[src/design/ppi_pkg.sv]
`timescale 1ns / 1ps
// ----------------------------------------------------------------------------
// Position to pad index: shared definitions
// Field widths, module geometry in 0.005 mm units and register indexes.
// ----------------------------------------------------------------------------
package ppi_pkg;

   // Field and register widths
   localparam int POS_W   = 18;
   localparam int PITCH_W = 13;
   localparam int AREA_W  = 16;
   localparam int MOD_W   = 3;
   localparam int ROW_W   = 5;
   localparam int COL_W   = 6;
   localparam int CSR_W   = 16;

   // Offsets inside a pad area reach at most twice the area size.
   localparam int OFF_W  = AREA_W + 1;
   // Signed distance of a doubled coordinate from a doubled centre.
   localparam int DIFF_W = 20;

   // Default pad counts
   localparam int PADS_Y_DEF = 32;
   localparam int PADS_Z_DEF = 36;

   // Module layout: two rows of four, numbered row * COLS + column.
   localparam int ROWS          = 2;
   localparam int COLS          = 4;
   localparam int MODULES       = 8;
   localparam int WINDOW_MODULE = 3;

   // Module centres in 0.005 mm units.
   localparam logic signed [DIFF_W-1:0] CENTRE_Y2 [ROWS] = '{
      20'sd34100, -20'sd34100
   };
   localparam logic signed [DIFF_W-1:0] CENTRE_Z2 [COLS] = '{
      -20'sd126300, -20'sd42100, 20'sd42100, 20'sd126300
   };

   // Window aperture of the windowed module, in 0.01 mm units.
   localparam logic signed [POS_W-1:0] WIN_Y_MIN = 18'sd3350;
   localparam logic signed [POS_W-1:0] WIN_Y_MAX = 18'sd30750;
   localparam logic signed [POS_W-1:0] WIN_Z_MIN = 18'sd52950;
   localparam logic signed [POS_W-1:0] WIN_Z_MAX = 18'sd80350;

   // Register reset values
   localparam logic [PITCH_W-1:0] PITCH_Y_RST     = 13'd1017;
   localparam logic [PITCH_W-1:0] PITCH_Z_RST     = 13'd1128;
   localparam logic [AREA_W-1:0]  AREA_HEIGHT_RST = 16'd32532;
   localparam logic [AREA_W-1:0]  AREA_WIDTH_RST  = 16'd40596;

   typedef enum logic [1:0] {
      CSR_PITCH_Y     = 2'd0,
      CSR_PITCH_Z     = 2'd1,
      CSR_AREA_HEIGHT = 2'd2,
      CSR_AREA_WIDTH  = 2'd3
   } csr_index_type;

endpackage

[src/design/ppi_locate.sv]
`timescale 1ns / 1ps
// ----------------------------------------------------------------------------
// Position to pad index: module search
// Two stages: the first tests the rows, columns and window and picks the
// first module that holds the point; the second forms the offsets from the
// lower corner of that module's pad area.
// ----------------------------------------------------------------------------
module ppi_locate
   import ppi_pkg::*;
(
   input  logic                     clock,
   input  logic [1:0]               en,
   input  logic signed [POS_W-1:0]  pos_y,
   input  logic signed [POS_W-1:0]  pos_z,
   input  logic [AREA_W-1:0]        area_height,
   input  logic [AREA_W-1:0]        area_width,
   output logic                     hit,
   output logic [MOD_W-1:0]         module_id,
   output logic [OFF_W-1:0]         off_y,
   output logic [OFF_W-1:0]         off_z
);

   logic signed [DIFF_W-1:0] y2;
   logic signed [DIFF_W-1:0] z2;
   logic signed [DIFF_W-1:0] h_ext;
   logic signed [DIFF_W-1:0] w_ext;
   logic signed [DIFF_W-1:0] dy [ROWS];
   logic signed [DIFF_W-1:0] dz [COLS];
   logic [ROWS-1:0]          row_in;
   logic [COLS-1:0]          col_in;
   logic                     win_in;

   logic                     hit1_in;
   logic [MOD_W-1:0]         id1_in;
   logic signed [DIFF_W-1:0] dy1_in;
   logic signed [DIFF_W-1:0] dz1_in;

   logic                     hit1_ff;
   logic [MOD_W-1:0]         id1_ff;
   logic signed [DIFF_W-1:0] dy1_ff;
   logic signed [DIFF_W-1:0] dz1_ff;

   logic signed [DIFF_W-1:0] sum_y;
   logic signed [DIFF_W-1:0] sum_z;

   logic                     hit2_ff;
   logic [MOD_W-1:0]         id2_ff;
   logic [OFF_W-1:0]         off_y2_ff;
   logic [OFF_W-1:0]         off_z2_ff;

   // Coordinates are doubled so that half area sizes stay exact.
   assign y2    = DIFF_W'(signed'({pos_y, 1'b0}));
   assign z2    = DIFF_W'(signed'({pos_z, 1'b0}));
   assign h_ext = signed'({{(DIFF_W-AREA_W){1'b0}}, area_height});
   assign w_ext = signed'({{(DIFF_W-AREA_W){1'b0}}, area_width});

   always_comb begin
      for (int r = 0; r < ROWS; r++) begin
         dy[r]     = y2 - CENTRE_Y2[r];
         row_in[r] = (dy[r] >= -h_ext) && (dy[r] <= h_ext);
      end
      for (int c = 0; c < COLS; c++) begin
         dz[c]     = z2 - CENTRE_Z2[c];
         col_in[c] = (dz[c] >= -w_ext) && (dz[c] <= w_ext);
      end
   end

   assign win_in = (pos_y >= WIN_Y_MIN) && (pos_y <= WIN_Y_MAX) &&
                   (pos_z >= WIN_Z_MIN) && (pos_z <= WIN_Z_MAX);

   // The lowest numbered module that holds the point wins.
   always_comb begin
      hit1_in = 1'b0;
      id1_in  = '0;
      dy1_in  = '0;
      dz1_in  = '0;
      for (int m = 0; m < MODULES; m++) begin
         if (!hit1_in && row_in[m / COLS] && col_in[m % COLS] &&
             ((m != WINDOW_MODULE) || win_in)) begin
            hit1_in = 1'b1;
            id1_in  = MOD_W'(m);
            dy1_in  = dy[m / COLS];
            dz1_in  = dz[m % COLS];
         end
      end
   end

   always_ff @(posedge clock) begin
      if (en[0]) begin
         hit1_ff <= hit1_in;
         id1_ff  <= id1_in;
         dy1_ff  <= dy1_in;
         dz1_ff  <= dz1_in;
      end
   end

   // On a hit the sums lie in 0 .. twice the area size, so they fit OFF_W.
   assign sum_y = dy1_ff + h_ext;
   assign sum_z = dz1_ff + w_ext;

   always_ff @(posedge clock) begin
      if (en[1]) begin
         hit2_ff   <= hit1_ff;
         id2_ff    <= id1_ff;
         off_y2_ff <= sum_y[OFF_W-1:0];
         off_z2_ff <= sum_z[OFF_W-1:0];
      end
   end

   assign hit       = hit2_ff;
   assign module_id = id2_ff;
   assign off_y     = off_y2_ff;
   assign off_z     = off_z2_ff;

endmodule

[src/design/ppi_div.sv]
`timescale 1ns / 1ps
// ----------------------------------------------------------------------------
// Position to pad index: pipelined pad divider
// Restoring division of an offset by twice the pitch, one quotient bit per
// stage, with the quotient clamped to the pad count minus one.
// ----------------------------------------------------------------------------
module ppi_div
   import ppi_pkg::*;
#(
   parameter int COUNT = PADS_Y_DEF,
   parameter int QW    = 5
)
(
   input  logic                 clock,
   input  logic [QW-1:0]        en,
   input  logic [PITCH_W-1:0]   pitch,
   input  logic [OFF_W-1:0]     off,
   output logic [QW-1:0]        idx
);

   localparam int LIM_W = PITCH_W + 1 + QW;
   localparam int CMP_W = (OFF_W > LIM_W) ? OFF_W : LIM_W;

   logic [PITCH_W:0]   divisor;
   logic [CMP_W-1:0]   lim_in;
   logic [CMP_W-1:0]   lim_ff;

   logic [OFF_W-1:0]   r_src [QW];
   logic [QW-1:0]      q_src [QW];
   logic               sat_src [QW];
   logic [CMP_W-1:0]   shifted [QW];
   logic [CMP_W-1:0]   diff [QW];
   logic               ge [QW];

   logic [OFF_W-1:0]   r_in [QW];
   logic [QW-1:0]      q_in [QW];
   logic [OFF_W-1:0]   r_ff [QW];
   logic [QW-1:0]      q_ff [QW];
   logic               sat_ff [QW];

   assign divisor = {pitch, 1'b0};

   // The pitch must only be changed while the block is idle; the block itself does
   // not enforce this. The limit is then settled before any request reaches the first stage.
   assign lim_in = CMP_W'(COUNT) * CMP_W'(divisor);

   always_ff @(posedge clock) begin
      lim_ff <= lim_in;
   end

   always_comb begin
      for (int j = 0; j < QW; j++) begin
         if (j == 0) begin
            r_src[j]   = off;
            q_src[j]   = '0;
            sat_src[j] = CMP_W'(off) >= lim_ff;
         end else begin
            r_src[j]   = r_ff[j-1];
            q_src[j]   = q_ff[j-1];
            sat_src[j] = sat_ff[j-1];
         end
         shifted[j] = CMP_W'(divisor) << (QW - 1 - j);
         ge[j]      = CMP_W'(r_src[j]) >= shifted[j];
         diff[j]    = CMP_W'(r_src[j]) - shifted[j];
         r_in[j]    = ge[j] ? diff[j][OFF_W-1:0] : r_src[j];
         q_in[j]    = QW'({q_src[j], ge[j]});
      end
   end

   always_ff @(posedge clock) begin
      for (int j = 0; j < QW; j++) begin
         if (en[j]) begin
            r_ff[j]   <= r_in[j];
            q_ff[j]   <= q_in[j];
            sat_ff[j] <= sat_src[j];
         end
      end
   end

   // A saturated offset, which includes a zero pitch, takes the last pad.
   assign idx = sat_ff[QW-1] ? QW'(COUNT - 1) : q_ff[QW-1];

endmodule

[src/design/position_to_pad_index_top.sv]
`timescale 1ns / 1ps
// ----------------------------------------------------------------------------
// Position to pad index
// Finds the detector module and the pad that hold a hit position.
// ----------------------------------------------------------------------------
// One request may enter in every cycle while the pipeline has room. QW is the
// number of quotient bits for the larger pad count (six at the default
// counts); the pipeline depth is set by
// the pad dividers, which resolve one quotient bit per stage. The pipeline
// squeezes out empty stages when the response side stalls, so requests are
// taken until every stage is full. Register writes take effect at once; the
// user must make them only while no request is in flight (not enforced here).
module position_to_pad_index_top
   import ppi_pkg::*;
#(
   parameter int PADS_Y = PADS_Y_DEF,
   parameter int PADS_Z = PADS_Z_DEF
)
(
   input  logic                     clock,
   input  logic                     reset,
   input  logic                     req_valid,
   output logic                     req_stall,
   input  logic signed [POS_W-1:0]  req_pos_y,
   input  logic signed [POS_W-1:0]  req_pos_z,
   output logic                     rsp_valid,
   input  logic                     rsp_stall,
   output logic                     rsp_hit,
   output logic [MOD_W-1:0]         rsp_module_id,
   output logic [ROW_W-1:0]         rsp_pad_row,
   output logic [COL_W-1:0]         rsp_pad_col,
   input  logic                     csr_write_en,
   input  logic [1:0]               csr_index,
   input  logic [CSR_W-1:0]         csr_data
);

   localparam int QW_Y  = $clog2(PADS_Y);
   localparam int QW_Z  = $clog2(PADS_Z);
   localparam int QW_YZ = (QW_Y > QW_Z) ? QW_Y : QW_Z;
   localparam int QW    = (QW_YZ > 1) ? QW_YZ : 1;

   // Stage map: input register, two search stages, divider, response.
   localparam int S_LOC = 1;
   localparam int S_DIV = 3;
   localparam int S_OUT = S_DIV + QW;
   localparam int NS    = S_OUT + 1;

   logic [PITCH_W-1:0]     pitch_y_ff;
   logic [PITCH_W-1:0]     pitch_z_ff;
   logic [AREA_W-1:0]      area_height_ff;
   logic [AREA_W-1:0]      area_width_ff;

   logic [NS:0]            ready;
   logic [NS-1:0]          en;
   logic [NS-1:0]          valid_in;
   logic [NS-1:0]          valid_ff;

   logic signed [POS_W-1:0] pos_y_ff;
   logic signed [POS_W-1:0] pos_z_ff;

   logic                   loc_hit;
   logic [MOD_W-1:0]       loc_module_id;
   logic [OFF_W-1:0]       loc_off_y;
   logic [OFF_W-1:0]       loc_off_z;

   logic                   hit_pipe_ff [QW];
   logic [MOD_W-1:0]       id_pipe_ff [QW];

   logic [QW-1:0]          idx_y;
   logic [QW-1:0]          idx_z;

   logic                   rsp_hit_ff;
   logic [MOD_W-1:0]       rsp_module_id_ff;
   logic [ROW_W-1:0]       rsp_pad_row_ff;
   logic [COL_W-1:0]       rsp_pad_col_ff;

   // Configuration registers
   always_ff @(posedge clock) begin
      if (reset) begin
         pitch_y_ff     <= PITCH_Y_RST;
         pitch_z_ff     <= PITCH_Z_RST;
         area_height_ff <= AREA_HEIGHT_RST;
         area_width_ff  <= AREA_WIDTH_RST;
      end else if (csr_write_en) begin
         unique case (csr_index_type'(csr_index))
            CSR_PITCH_Y:     pitch_y_ff     <= csr_data[PITCH_W-1:0];
            CSR_PITCH_Z:     pitch_z_ff     <= csr_data[PITCH_W-1:0];
            CSR_AREA_HEIGHT: area_height_ff <= csr_data[AREA_W-1:0];
            CSR_AREA_WIDTH:  area_width_ff  <= csr_data[AREA_W-1:0];
         endcase
      end
   end

   // A stage may load when it is empty or when the stage after it moves on.
   always_comb begin
      ready[NS] = !rsp_stall;
      for (int k = NS - 1; k >= 0; k--) begin
         ready[k] = !valid_ff[k] || ready[k+1];
      end
      en = ready[NS-1:0];
      for (int k = 0; k < NS; k++) begin
         if (k == 0) begin
            valid_in[k] = ready[k] ? req_valid : valid_ff[k];
         end else begin
            valid_in[k] = ready[k] ? valid_ff[k-1] : valid_ff[k];
         end
      end
   end

   always_ff @(posedge clock) begin
      if (reset) begin
         valid_ff <= '0;
      end else begin
         valid_ff <= valid_in;
      end
   end

   assign req_stall = !ready[0];
   assign rsp_valid = valid_ff[NS-1];

   // Input register
   always_ff @(posedge clock) begin
      if (en[0]) begin
         pos_y_ff <= req_pos_y;
         pos_z_ff <= req_pos_z;
      end
   end

   ppi_locate u_locate (
      .clock       (clock),
      .en          (en[S_LOC +: 2]),
      .pos_y       (pos_y_ff),
      .pos_z       (pos_z_ff),
      .area_height (area_height_ff),
      .area_width  (area_width_ff),
      .hit         (loc_hit),
      .module_id   (loc_module_id),
      .off_y       (loc_off_y),
      .off_z       (loc_off_z)
   );

   ppi_div #(
      .COUNT (PADS_Y),
      .QW    (QW)
   ) u_div_y (
      .clock (clock),
      .en    (en[S_DIV +: QW]),
      .pitch (pitch_y_ff),
      .off   (loc_off_y),
      .idx   (idx_y)
   );

   ppi_div #(
      .COUNT (PADS_Z),
      .QW    (QW)
   ) u_div_z (
      .clock (clock),
      .en    (en[S_DIV +: QW]),
      .pitch (pitch_z_ff),
      .off   (loc_off_z),
      .idx   (idx_z)
   );

   // The hit flag and module number ride alongside the divider stages.
   always_ff @(posedge clock) begin
      for (int j = 0; j < QW; j++) begin
         if (en[S_DIV + j]) begin
            if (j == 0) begin
               hit_pipe_ff[j] <= loc_hit;
               id_pipe_ff[j]  <= loc_module_id;
            end else begin
               hit_pipe_ff[j] <= hit_pipe_ff[j-1];
               id_pipe_ff[j]  <= id_pipe_ff[j-1];
            end
         end
      end
   end

   // Response register; a miss reports zero in every field.
   always_ff @(posedge clock) begin
      if (en[S_OUT]) begin
         rsp_hit_ff       <= hit_pipe_ff[QW-1];
         rsp_module_id_ff <= hit_pipe_ff[QW-1] ? id_pipe_ff[QW-1] : '0;
         rsp_pad_row_ff   <= hit_pipe_ff[QW-1] ? ROW_W'(idx_y) : '0;
         rsp_pad_col_ff   <= hit_pipe_ff[QW-1] ? COL_W'(idx_z) : '0;
      end
   end

   assign rsp_hit       = rsp_hit_ff;
   assign rsp_module_id = rsp_module_id_ff;
   assign rsp_pad_row   = rsp_pad_row_ff;
   assign rsp_pad_col   = rsp_pad_col_ff;

`ifndef SYNTHESIS
   a_miss_zero : assert property (
      @(posedge clock) disable iff (reset)
      (rsp_valid && !rsp_hit) |->
         (rsp_module_id == '0) && (rsp_pad_row == '0) && (rsp_pad_col == '0)
   ) else $error("missed request reports non-zero indices");

   a_stall_when_full : assert property (
      @(posedge clock) disable iff (reset)
      req_stall |-> ((&valid_ff) && rsp_stall)
   ) else $error("request stalled while the pipeline has room");

   a_reset_empty : assert property (
      @(posedge clock)
      reset |=> (valid_ff == '0)
   ) else $error("pipeline not empty after reset");
`endif

endmodule

[config.mk]
export PLATFORM = sky130hd
export DESIGN_NAME = position_to_pad_index_top
export DESIGN_NICKNAME = d
export VERILOG_FILES = /design/src/design/ppi_pkg.sv /design/src/design/ppi_locate.sv /design/src/design/ppi_div.sv /design/src/design/position_to_pad_index_top.sv
export SDC_FILE = /design/constraint.sdc
export NUM_CORES = 1
export LEC_CHECK = 0
export BUFFER_PORTS_ARGS = -buffer_cell sky130_fd_sc_hd__buf_2
export CAP_MARGIN = 20
export CORE_UTILIZATION = 37
export CTS_CLUSTER_SIZE = 14
export DETAILED_ROUTE_END_ITERATION = 7
export SETUP_SLACK_MARGIN = 0.4
export SLEW_MARGIN = 15
export SYNTH_ARGS = -nofsm -noshare
export SYNTH_HDL_FRONTEND = slang
export SYNTH_SLANG_ARGS = --single-unit
[constraint.sdc]
create_clock -name clock -period 10.8 [get_ports clock]
set_clock_uncertainty 0.1 [all_clocks]
set_input_delay 1.62 -clock clock [delete_from_list [all_inputs] [get_ports clock]]
set_output_delay 1.62 -clock clock [all_outputs]
set_load 0.1 [all_outputs]
After elaboration in Yosys (flattened, before gate mapping)
Memories as Yosys holds them, arrays and structs flattened. A register that Yosys moved wholly into a read port is not among the register bits.
Index checks and enable logic that the tools add are counted.
{"block": "word_totals", "register_bits": 222, "latch_bits": 0, "ramBits": 312, "mem_bits_ro": 0, "inputBits": 59, "output_inout_bits": 17, "wordCells": 215, "memories": 8}
{"memory": "u_div_y.r_ff", "words": 6, "word_bits": 17, "rd": 5, "rd_ports_with_merged_regs": 0, "write_ports": 6, "line": "ppi_div.sv:37", "rtl": "logic [OFF_W-1:0] r_ff [QW];"}
{"memory": "u_div_z.r_ff", "words": 6, "word_bits": 17, "rd": 5, "rd_ports_with_merged_regs": 0, "write_ports": 6, "line": "ppi_div.sv:37"}
{"memory": "u_div_y.q_ff", "words": 6, "word_bits": 6, "rd": 6, "rd_ports_with_merged_regs": 0, "write_ports": 6, "line": "ppi_div.sv:38", "rtl": "logic [QW-1:0] q_ff [QW];"}
{"memory": "u_div_z.q_ff", "words": 6, "word_bits": 6, "rd": 6, "rd_ports_with_merged_regs": 0, "write_ports": 6, "line": "ppi_div.sv:38"}
{"memory": "id_pipe_ff", "words": 6, "word_bits": 3, "rd": 6, "rd_ports_with_merged_regs": 1, "write_ports": 6, "line": "position_to_pad_index_top.sv:67", "rtl": "logic [MOD_W-1:0] id_pipe_ff [QW];"}
{"memory": "hit_pipe_ff", "words": 6, "word_bits": 1, "rd": 6, "rd_ports_with_merged_regs": 0, "write_ports": 6, "line": "position_to_pad_index_top.sv:66", "rtl": "logic hit_pipe_ff [QW];"}
{"memory": "2 more memories"}
{"block": "classes", "add_sub_neg": 22, "multipliers": 1, "n_div": 0, "magnitude_cmp": 30, "eq_ne": 3, "shifts": 0, "n_mux": 55, "n_bitwise": 1, "reduce_logical": 63}
{"operator": "$mux 17", "count": 28}
{"operator": "$ge 20x20->1", "count": 6}
{"operator": "$le 20x17->1", "count": 6}
{"operator": "$sub 17x17->17", "count": 6}
{"operator": "$sub 19x17->20 const B", "count": 4}
{"operator": "$ge 17x19->1", "count": 3}
{"operator": "$neg 16->20", "count": 2}
{"operator": "$sub 19x18->20 const B", "count": 2}
{"operator": "$ge 17x18->1", "count": 2}
{"operator": "$add 17x17->17", "count": 2}
{"operator": "$ge 17x14->1", "count": 2}
{"operator": "$ge 17x15->1", "count": 2}
{"operator": "$ge 17x16->1", "count": 2}
{"operator": "$ge 17x17->1", "count": 2}
{"operator": "$sub 17x14->17", "count": 2}
{"operator": "$sub 17x15->17", "count": 2}
{"operator": "$sub 17x16->17", "count": 2}
{"operator": "$logic_and 1x1->1", "count": 25}
{"operator": "$mux 1", "count": 21}
{"operator": "$ge 17x20->1", "count": 1}
{"operator": "$logic_not 1->1", "count": 20}
{"operator": "$ge 18x13->1 const B", "count": 1}
{"operator": "$ge 18x17->1 const B", "count": 1}
{"operator": "$le 18x16->1 const B", "count": 1}
{"operator": "other kinds (14)", "count": 30}

Logic depth before layout (Yosys ltp)
Gate-level depths: netlist of the first run.
{"block": "depth", "ltp_word": 34, "depth_mapped": 20, "ltp_nobuf": 18}

By module
A second synthesis of the first run with hierarchy kept.
{"block": "hier_totals", "hier_cells": 3270, "hier_area_um2": 32895.3}
{"module": "ppi_locate", "n_inst": 1, "cells_each": 1334, "area_each_um2": 11290.8}
{"module": "ppi_div (u_div_z)", "n_inst": 1, "cells_each": 814, "area_each_um2": 8560.7}
{"module": "ppi_div (u_div_y)", "n_inst": 1, "cells_each": 743, "area_each_um2": 8189.1}
{"module": "position_to_pad_index_top", "n_inst": 1, "cells_each": 379, "area_each_um2": 4854.7}

Worst setup path after synthesis of the first run
OpenSTA, ideal clock, no wires.
{"block": "synth_path", "path_type": "input-to-output", "from": "in rsp_stall", "to": "out req_stall", "arrival_ns": 6.097, "required_time_ns": 9.080, "slack_ns": 2.983, "stages": 7, "n_path_buf": 1, "path_cell_list": "and3_1 and3_1 clkbuf_1 nand4_1 nor2_1 nand3_1 inv_1"}
{"block": "synth_via", "elab_chain_cells": 12}
{"item": "start: declaration", "line": "position_to_pad_index_top.sv:27", "rtl": "input logic rsp_stall,"}
{"item": "$logic_not 1->1", "line": "position_to_pad_index_top.sv:96", "rtl": "ready[NS] = !rsp_stall;"}
{"item": "$logic_or 1x1->1 (7 in series)", "line": "position_to_pad_index_top.sv:98", "rtl": "ready[k] = !valid_ff[k] || ready[k+1];"}
{"item": "net en[3]", "line": "position_to_pad_index_top.sv:54", "rtl": "logic [NS-1:0] en;"}
{"item": "$logic_or 1x1->1 (3 in series)", "line": "position_to_pad_index_top.sv:98"}
{"item": "$logic_not 1->1", "line": "position_to_pad_index_top.sv:118", "rtl": "assign req_stall = !ready[0];"}
{"item": "end: declaration", "line": "position_to_pad_index_top.sv:23", "rtl": "output logic req_stall,"}
The timed path passes the listed nets, and every way through them passes these cells.

Worst setup path in the final report of the first run
{"block": "layout_path", "from": "reg pos_z_ff[1]", "to": "reg u_locate.dy1_ff[1] (data pin)"}
{"block": "layout_via", "elab_chain_cells": 34}
{"item": "start: declaration", "line": "position_to_pad_index_top.sv:59", "rtl": "logic signed [POS_W-1:0] pos_z_ff;"}
{"item": "start signal: assignment", "line": "position_to_pad_index_top.sv:125", "rtl": "pos_z_ff <= req_pos_z;"}
{"item": "$sub 19x18->20", "line": "ppi_locate.sv:63", "rtl": "dz[c] = z2 - CENTRE_Z2[c];"}
{"item": "$ge 20x20->1 / $le 20x17->1 (equally long branches)", "line": "ppi_locate.sv:64", "rtl": "col_in[c] = (dz[c] >= -w_ext) && (dz[c] <= w_ext);"}
{"item": "$logic_and 1x1->1", "line": "ppi_locate.sv:64"}
{"item": "$logic_and 1x1->1", "line": "ppi_locate.sv:78", "rtl": "if (!hit1_in && row_in[m / COLS] && col_in[m % COLS] &&"}
{"item": "$mux 1", "line": "ppi_locate.sv:78"}
{"item": "$logic_not 1->1", "line": "ppi_locate.sv:78"}
{"item": "$logic_and 1x1->1 (2 in series)", "line": "ppi_locate.sv:78"}
{"item": "$mux 1", "line": "ppi_locate.sv:78"}
{"item": "[16 not listed]"}
{"item": "$mux 1", "line": "ppi_locate.sv:78"}
{"item": "$logic_not 1->1", "line": "ppi_locate.sv:78"}
{"item": "$logic_and 1x1->1 (2 in series)", "line": "ppi_locate.sv:78"}
{"item": "$mux 1", "line": "ppi_locate.sv:78"}
{"item": "$logic_not 1->1", "line": "ppi_locate.sv:78"}
{"item": "$logic_and 1x1->1 (2 in series)", "line": "ppi_locate.sv:78"}
{"item": "$mux 17 (*)", "line": "ppi_locate.sv:78"}
{"item": "net u_locate.dy1_in[1]", "line": "ppi_locate.sv:35", "rtl": "logic signed [DIFF_W-1:0] dy1_in;"}
{"item": "end signal: assignment", "line": "ppi_locate.sv:92", "rtl": "dy1_ff <= dy1_in;"}
{"item": "end: declaration", "line": "ppi_locate.sv:40", "rtl": "logic signed [DIFF_W-1:0] dy1_ff;"}
The timed path passes the listed nets; every way through them passes the cells marked *.
A chain may end at the register's enable or synchronous reset.

==> key figures, run 1 <==
Outcome
  • Outcome: finished clean

STA
  • Final setup violation count: 0
  • Setup TNS: 0 ns
  • Slew HR: 31.1%
  • Unrepaired setup endpoints after global routing: no
  • Tcrit/Tclk final: 56.1%
  • Fin crit period: 6.06 ns
  • Fmax: 165 MHz
  • Worst-margin pin slew: 1.03 ns
  • Slew Viols, Final: 0
  • Fin. Hold Viols: 0

Finish
  • # fillers: 8312
  • Register Area: 13000 um2
  • Util after Layout: 41.3%
  • Area grow syn2layout: 10.7%
  • Share of cells above drive strength 1: 8.05%
  • NumNets Final: 3726
  • Multi-input gate area: 17700 um2

Synthesis
  • Syn nets: 3673
  • Mapped Area: 31800 um2
  • Seq/Total Area, Yosys: 40.8%
  • Mapped Avg Cell Area: 9.98 um2
  • Main synth FF type: edfxtp_1
  • Mapped Cells: 3186
  • Synth warn: 0
  • EDFF count, synth: 367
  • Fraction of registers with async set/reset: 0%
  • Seq cells post-synth: 465
  • Distinct cells, synth: 87

CTS
  • Post-CTS sizing: 0
  • CTS tree: done
  • Clk_lat worst skew: 0.61 ns
  • Root Driver: clkbuf_16
  • H-Tree Depth: 2
  • Clock sinks: 465
  • # hold bufs at CTS: 0
  • Postcts setup bufs: 0
  • CTS Buf Count: 49
  • Clk slew on worst S/H paths: 0.06 ns
  • CTS max path bufs: 3

Pwr
  • Pwr per Cell Area: 216 nW/um2
  • Tot Pwr: 0.00760 W
  • Cell leakage power: 14.8 nW
  • Maximum vdd drop: 0.150 mV

Worst setup path
  • Crit path max fanout: 15
  • Crit path launch type: flop
  • Most frequent CP cell: ha_1
  • R2R Setup Slk: 4.74 ns
  • Worst EP arrival: 6.32 ns
  • Top delay family on crit path: compound AO/OA/AOI/OAI gates
  • CP max stage delay: 0.74 ns
  • Worst Path Buf+Inv: 2
  • Worst-path cell chain: inv_1, ha_1, nand2b_1, a2111oi_0, nor2_1, a21oi_1, xor2_1, ha_1, nand4_1, nor4_1, a21bo_2, nand3_1, mux2i_1, a22oi_4, nor3_2, buf_4, a21o_1, o21ai_1, and2_1
  • CP max-delay cell: a2111oi_0
  • WP data required: 11.06 ns
  • Crit Path Class: reg2reg
  • Critical path endpoint category: flop

Drt
  • Antenna-violating nets left: 0
  • Vias per cell: 5.34
  • Routed len/inst: 17.6 um
  • Routed wire length: 78000 um
  • Initial DRC Count: 1551
  • First-pass DRT Iterations: 5
  • Vias: 23600
  • DRC: 0

Placed design
  • Routability congestion estimate: 0.913
  • Port bufs: 75
  • Detail Placement HPWL: 62100 um

Floorplan
  • I/O pins: 76
  • Die height: 295 um
  • FP Rows: 107
  • Die ar.: 87100 um2
  • Initial Utilization: 37.3%
  • Core region area: 85100 um2
  • Die Wd: 295 um

GRT
  • Vias in the first global route: 22700
  • Largest net degree at the start of global routing: 69
  • Initial antenna violation count: 6
  • First-pass GRT wire length: 123000 um
  • Overall Global Routing Usage: 17.9%
  • Final global-route overflow total: 0

Hold path
  • Hold Crit Class: reg2reg

Run
  • Maxcap violations: 0
## worst reg2reg max path, cell delays in order, from the launching register on
cell and delay (ns):
edfxtp_1 0.53, inv_1 0.24, ha_1 0.26, nand2b_1 0.13, a2111oi_0 0.74, nor2_1 0.19, a21oi_1 0.22, xor2_1 0.38
ha_1 0.23, nand4_1 0.15, nor4_1 0.44, a21bo_2 0.28, nand3_1 0.10, mux2i_1 0.28, a22oi_4 0.12, nor3_2 0.18
buf_4 0.24, a21o_1 0.53, o21ai_1 0.26, and2_1 0.23
## area by class of cell
| cell class | count | share of cell area (%) |
|---|---|---|
| Tap cell | 1144 | 4.07 |
| Timing Repair Buffer | 93 | 1.52 |
| Multi-Input combinational cell | 2418 | 50.3 |
| Inverter | 212 | 2.26 |
| Clock inverter | 25 | 0.946 |
| Sequential cell | 465 | 36.9 |
| Antenna cell | 1 | 0.00711 |
| Clock buffer | 67 | 4.00 |
## logic make-up after synthesis
group           synth area share, %
fa+ha+maj                      17.2
flops                          40.8
mux                            1.93
buf+inv                        3.68
xor+xnor                       5.76
compound gates                 15.8
simple gates                   14.8
## metrics by stage
stage               setup slack, ns  hold slack, ns  cells  area, um2
floorplan                      2.98           0.231   3186      31800
global placement               4.81           0.232   4328      33400
detailed placement             4.80           0.236   4329      33400
CTS                            4.80           0.233   4421      35100
global route                   4.29           0.249   4424      35200
finish                         4.74           0.237   4425      35200
## where the power goes
part	leakage, nW	switching, W	internal (W)
Clock	0.841	0.000735	0.00106
Sequential	4.81	0.000272	0.00261
Combinational	9.20	0.00162	0.00130
## synth_stat cells (12+ instances only)
cell type / number / area, um2
mux2i_1: 17 / 170
nand2_1: 278 / 1040
a22oi_1: 12 / 90.1
o21a_1: 39 / 293
ha_1: 413 / 5170
mux2_2: 38 / 428
o21bai_1: 15 / 113
nor2b_1: 48 / 300
a21boi_0: 23 / 173
nor2_1: 210 / 788
a21o_1: 80 / 601
and3_1: 18 / 113
nand3b_1: 15 / 113
o21ai_0: 184 / 921
xor2_1: 66 / 578
dfxtp_1: 98 / 1960
o31ai_1: 24 / 180
nor3_1: 51 / 255
nand2b_1: 43 / 269
o211ai_1: 17 / 128
a211o_1: 28 / 245
nand4_1: 89 / 557
a211oi_1: 23 / 173
edfxtp_1: 367 / 11000
and2_1: 23 / 144
or3_1: 13 / 81.3
or2_2: 18 / 113
fa_1: 15 / 300
clkbuf_1: 73 / 274
a2111oi_0: 14 / 123
xnor2_1: 143 / 1250
nor4_1: 36 / 225
inv_1: 210 / 788
nand3_1: 64 / 320
a31oi_1: 20 / 125
a21oi_1: 216 / 1080
## metal layers
layer	routed length [um]	vias up	share of wire, %	GRT usage [%]
met1	37600	11000	48	25.1
met3	4510	110	5.8	2.89
met4	2320	0	3.0	5.57
li1	-	11900	-	-
met5	0	-	0	0
met2	33500	581	43	28.1
## cell usage in the layout, fill, tap and decap left out, types with 62 or more instances in the layout
| master | n |
|---|---|
| nand4_1 | 89 |
| xor2_1 | 66 |
| inv_1 | 209 |
| ha_1 | 413 |
| nand2_1 | 276 |
| a21oi_1 | 216 |
| a21o_1 | 80 |
| xnor2_1 | 143 |
| o21ai_0 | 184 |
| nor2_1 | 209 |
| nand3_1 | 62 |
| buf_2 | 75 |
| edfxtp_1 | 367 |
| dfxtp_1 | 98 |
## sequential cells by signal, summed over array words and instances, names as in the netlist, 5 cells and up
register / cells
rsp_pad_row: 5
valid_ff: 10
pos_y_ff: 18
id_pipe_ff: 18
u_div_z.sat_ff: 6
u_div_y.sat_ff: 6
u_div_y.r_ff: 85
pitch_y_ff: 13
pos_z_ff: 18
u_locate.off_z: 17
u_locate.dz1_ff: 16
u_div_y.q_ff: 15
hit_pipe_ff: 6
u_locate.off_y: 17
area_width_ff: 16
u_locate.dy1_ff: 16
u_div_y.lim_ff: 13
area_height_ff: 16
u_div_z.lim_ff: 17
u_div_z.r_ff: 85
u_div_z.q_ff: 21
pitch_z_ff: 13
rsp_pad_col: 6
## path summary, 6_finish.rpt
check,from,cells past startpoint,endpoint
max,pos_z_ff[1],19,u_locate.dy1_ff[1]
min,pitch_y_ff[10],0,u_div_y.lim_ff[16]
max reg2reg,pos_z_ff[1],19,u_locate.dy1_ff[1]
min reg2reg,pitch_y_ff[10],0,u_div_y.lim_ff[16]
Note: power is estimated with default switching activity, not from simulation.
==> run 2, diff against run 1 <==
--- a/config.mk
+++ b/config.mk
@@ -5,6 +5,7 @@
 export SDC_FILE = /design/constraint.sdc
 export NUM_CORES = 1
 export LEC_CHECK = 0
+export ABC_AREA = 1
 export BUFFER_PORTS_ARGS = -buffer_cell sky130_fd_sc_hd__buf_2
 export CAP_MARGIN = 20
 export CORE_UTILIZATION = 37
==> constraint.sdc (replaced) <==
create_clock -name clock -period 5.9 [get_ports clock]
set_clock_uncertainty 0.1 [all_clocks]
set_input_delay 0.885 -clock clock [delete_from_list [all_inputs] [get_ports clock]]
set_output_delay 0.885 -clock clock [all_outputs]
set_load 0.1 [all_outputs]
==> run 2 against run 1 <==
The run now ends with DRC left. Worst hold slack improved by 0.0063 ns. Flip-flop and latch count unchanged. Core utilization increased by 0.45 points. Critical path depth increased by 8. Cell area increased by 5.2%.
==> key figures, run 2 <==
Placed design
  • Detail Placement HPWL: 72200 um
  • Routability congestion estimate: 0.944
  • Place WS: 0.138 ns
  • Port bufs: 75

Outcome
  • Outcome: finished, violations left
  • Failing checks: DRC

Synthesis
  • Main synth FF type: edfxtp_1
  • Distinct cells, synth: 61
  • Syn nets: 4446
  • Mapped Cells: 3959
  • Synth area leader: edfxtp_1
  • EDFF count, synth: 367
  • Largest cells by area after synthesis: edfxtp_1 33%, ha_1 16%, nand2_1 8.6%, a21oi_1 6.1%, dfxtp_1 5.9%
  • Synth cell count leaders: 765 x nand2_1, 428 x inv_1, 413 x ha_1
  • Seq/Total Area, Yosys: 39.1%
  • Most common cell in the netlist: nand2_1
  • Yosys top cell area share: 33.2%
  • Mapped Area: 33200 um2
  • Synth warn: 0
  • Fraction of registers with async set/reset: 0%
  • Mapped Avg Cell Area: 8.39 um2
  • Seq cells post-synth: 465

Finish
  • Area grow syn2layout: 11.5%
  • Register Area: 13000 um2
  • NumNets Final: 4546
  • Most common cell after layout, fill and taps aside: nand2_1
  • Share of cells above drive strength 1: 7.09%
  • # fillers: 8891
  • Most frequent cells in the layout: 764 x nand2_1, 419 x inv_1, 413 x ha_1, 402 x a21oi_1, 380 x nor2_1
  • Multi-input gate area: 18300 um2
  • Largest registers: u_div_y.r_ff x85, u_div_z.r_ff x85, u_div_z.q_ff x21

Floorplan
  • Die height: 302 um
  • I/O pins: 76
  • Die ar.: 91000 um2
  • FP Rows: 109
  • Core region area: 88600 um2
  • Die Wd: 302 um
  • Initial Utilization: 37.5%

CTS
  • CTS max path bufs: 3
  • CTS Buf Count: 52
  • Clock sinks: 465
  • CTS tree: done
  • H-Tree Depth: 2
  • Clk slew on worst S/H paths: 0.06 ns
  • Root Driver: clkbuf_16
  • Clk_lat worst skew: 0.62 ns

Drt
  • Vias: 27500
  • Routed wire length: 89900 um
  • Initial DRC Count: 1870
  • Vias per cell: 5.21
  • DRC: 26
  • Antenna-violating nets left: 0
  • First-pass DRT Iterations: 7
  • Routed len/inst: 17.1 um

STA
  • Final setup violation count: 0
  • Fmax: 194 MHz
  • Fin. Hold Viols: 0
  • Hold slack: 0.244 ns
  • Slew Viols, Final: 0
  • Unrepaired setup endpoints after global routing: no
  • Fin crit period: 5.15 ns
  • Worst setup margin: 0.753 ns
  • Tcrit/Tclk final: 87.2%
  • Worst-margin pin slew: 1.00 ns
  • Slew HR: 33.0%

Worst setup path
  • Crit path launch type: flop
  • Worst EP arrival: 5.39 ns
  • R2R Setup Slk: 0.75 ns
  • Critical path endpoint category: flop
  • Crit path max fanout: 15
  • Crit Path Class: reg2reg
  • WP data required: 6.14 ns

Pwr
  • Maximum vdd drop: 0.262 mV
  • Tot Pwr: 0.0146 W
  • Pwr per Cell Area: 393 nW/um2
  • Cell leakage power: 16.9 nW

GRT
  • Largest net degree at the start of global routing: 51
  • Overall Global Routing Usage: 19.6%
  • First-pass GRT wire length: 141000 um
  • Initial antenna violation count: 6
  • Vias in the first global route: 26200
  • Final global-route overflow total: 0

Run
  • Maxcap violations: 0

Hold path
  • Hold Crit Class: reg2reg
## run 2: cell types whose count changed after synthesis, moves of 89 or more
| cell | delta |
|---|---|
| nand2_1 | +487 |
| xor2_1 | +92 |
| nand3_1 | +154 |
| nor2_1 | +180 |
| xnor2_1 | -89 |
| a21oi_1 | +186 |
| inv_1 | +218 |
## run 2: per-stage QoR
stage / cell area, um2 / TNS (ns) / utilization (%) / std cells
global route: 37000 / 0 / 41.8 / 5267
CTS: 36900 / 0 / 41.6 / 5262
floorplan: 33300 / -259.73 / - / 3959
finish: 37000 / 0 / 41.8 / 5269
detailed placement: 35200 / 0 / 39.7 / 5165
global placement: 35200 / 0 / 39.7 / 5165
## run 2: repair_timing
action,in CTS,in global routing
buffers inserted,0,4
hold buffers,0,0
setup endpoints to repair,5,36
pin swaps,0,3
gates cloned,0,1
gates resized for setup,1,8
## run 2: layout make-up
class                   count  share of cell area [%]
multi-input cells        2974                    49.5
flip-flops and latches    465                    35.1
inverters                 443                    4.58
well taps                1165                    3.94
clock buffers              61                    3.77
repair buffers            123                    2.09
clock inverters            36                   0.993
diodes                      2                  0.0135
## run 2: final timing paths
path                               startpoint             endpoint  cells past startpoint
worst max-delay path              pos_z_ff[1]  u_locate.dz1_ff[12]                     27
worst min-delay path            pitch_y_ff[4]   u_div_y.lim_ff[10]                      0
worst min register to register  pitch_y_ff[4]   u_div_y.lim_ff[10]                      0
worst max register to register    pos_z_ff[1]  u_locate.dz1_ff[12]                     27
## run 2: layer usage
metal  routed length (um)  global-route usage [%]
met5                   38                       0
met4                 3030                    6.83
met3                 4700                    2.64
met2                40800                    32.4
met1                41400                    26.1
## run 2: critical path, stage by stage (launching register included)
cell,delay [ns]
edfxtp_1,0.45
inv_1,0.32
ha_1,0.24
inv_1,0.08
o21ai_0,0.27
nand2_1,0.13
nand2_1,0.17
nand2_1,0.07
nand2_1,0.08
nand2_1,0.07
xor2_1,0.15
buf_4,0.17
ha_1,0.27
nand2_1,0.05
o21ai_0,0.34
a21oi_1,0.16
nand3_1,0.11
nand2_1,0.07
nand2_1,0.06
nor2_1,0.04
a21oi_1,0.44
o21bai_1,0.25
nand4_1,0.24
buf_4,0.17
nor2_4,0.04
buf_12,0.14
nand3_1,0.06
nand3_1,0.13
## run 2: kinds of logic (layout without fill, tap and decap cells)
family,count (synthesis),count (layout),share of synthesized area [%]
DFF,465,465,39.1
AOI/OAI and AO/OA,744,744,12.3
other,0,2,0
and+or+nand+nor,1589,1590,20.4
adders and majority gates,428,428,16.5
buffers and inverters,521,663,6.16
xor gates and xnor gates,212,212,5.59
## run 2: report_power, final
group | internal (W) | switching, W
combinational | 0.00223 | 0.00358
sequential | 0.00489 | 0.000543
clock | 0.00193 | 0.00138
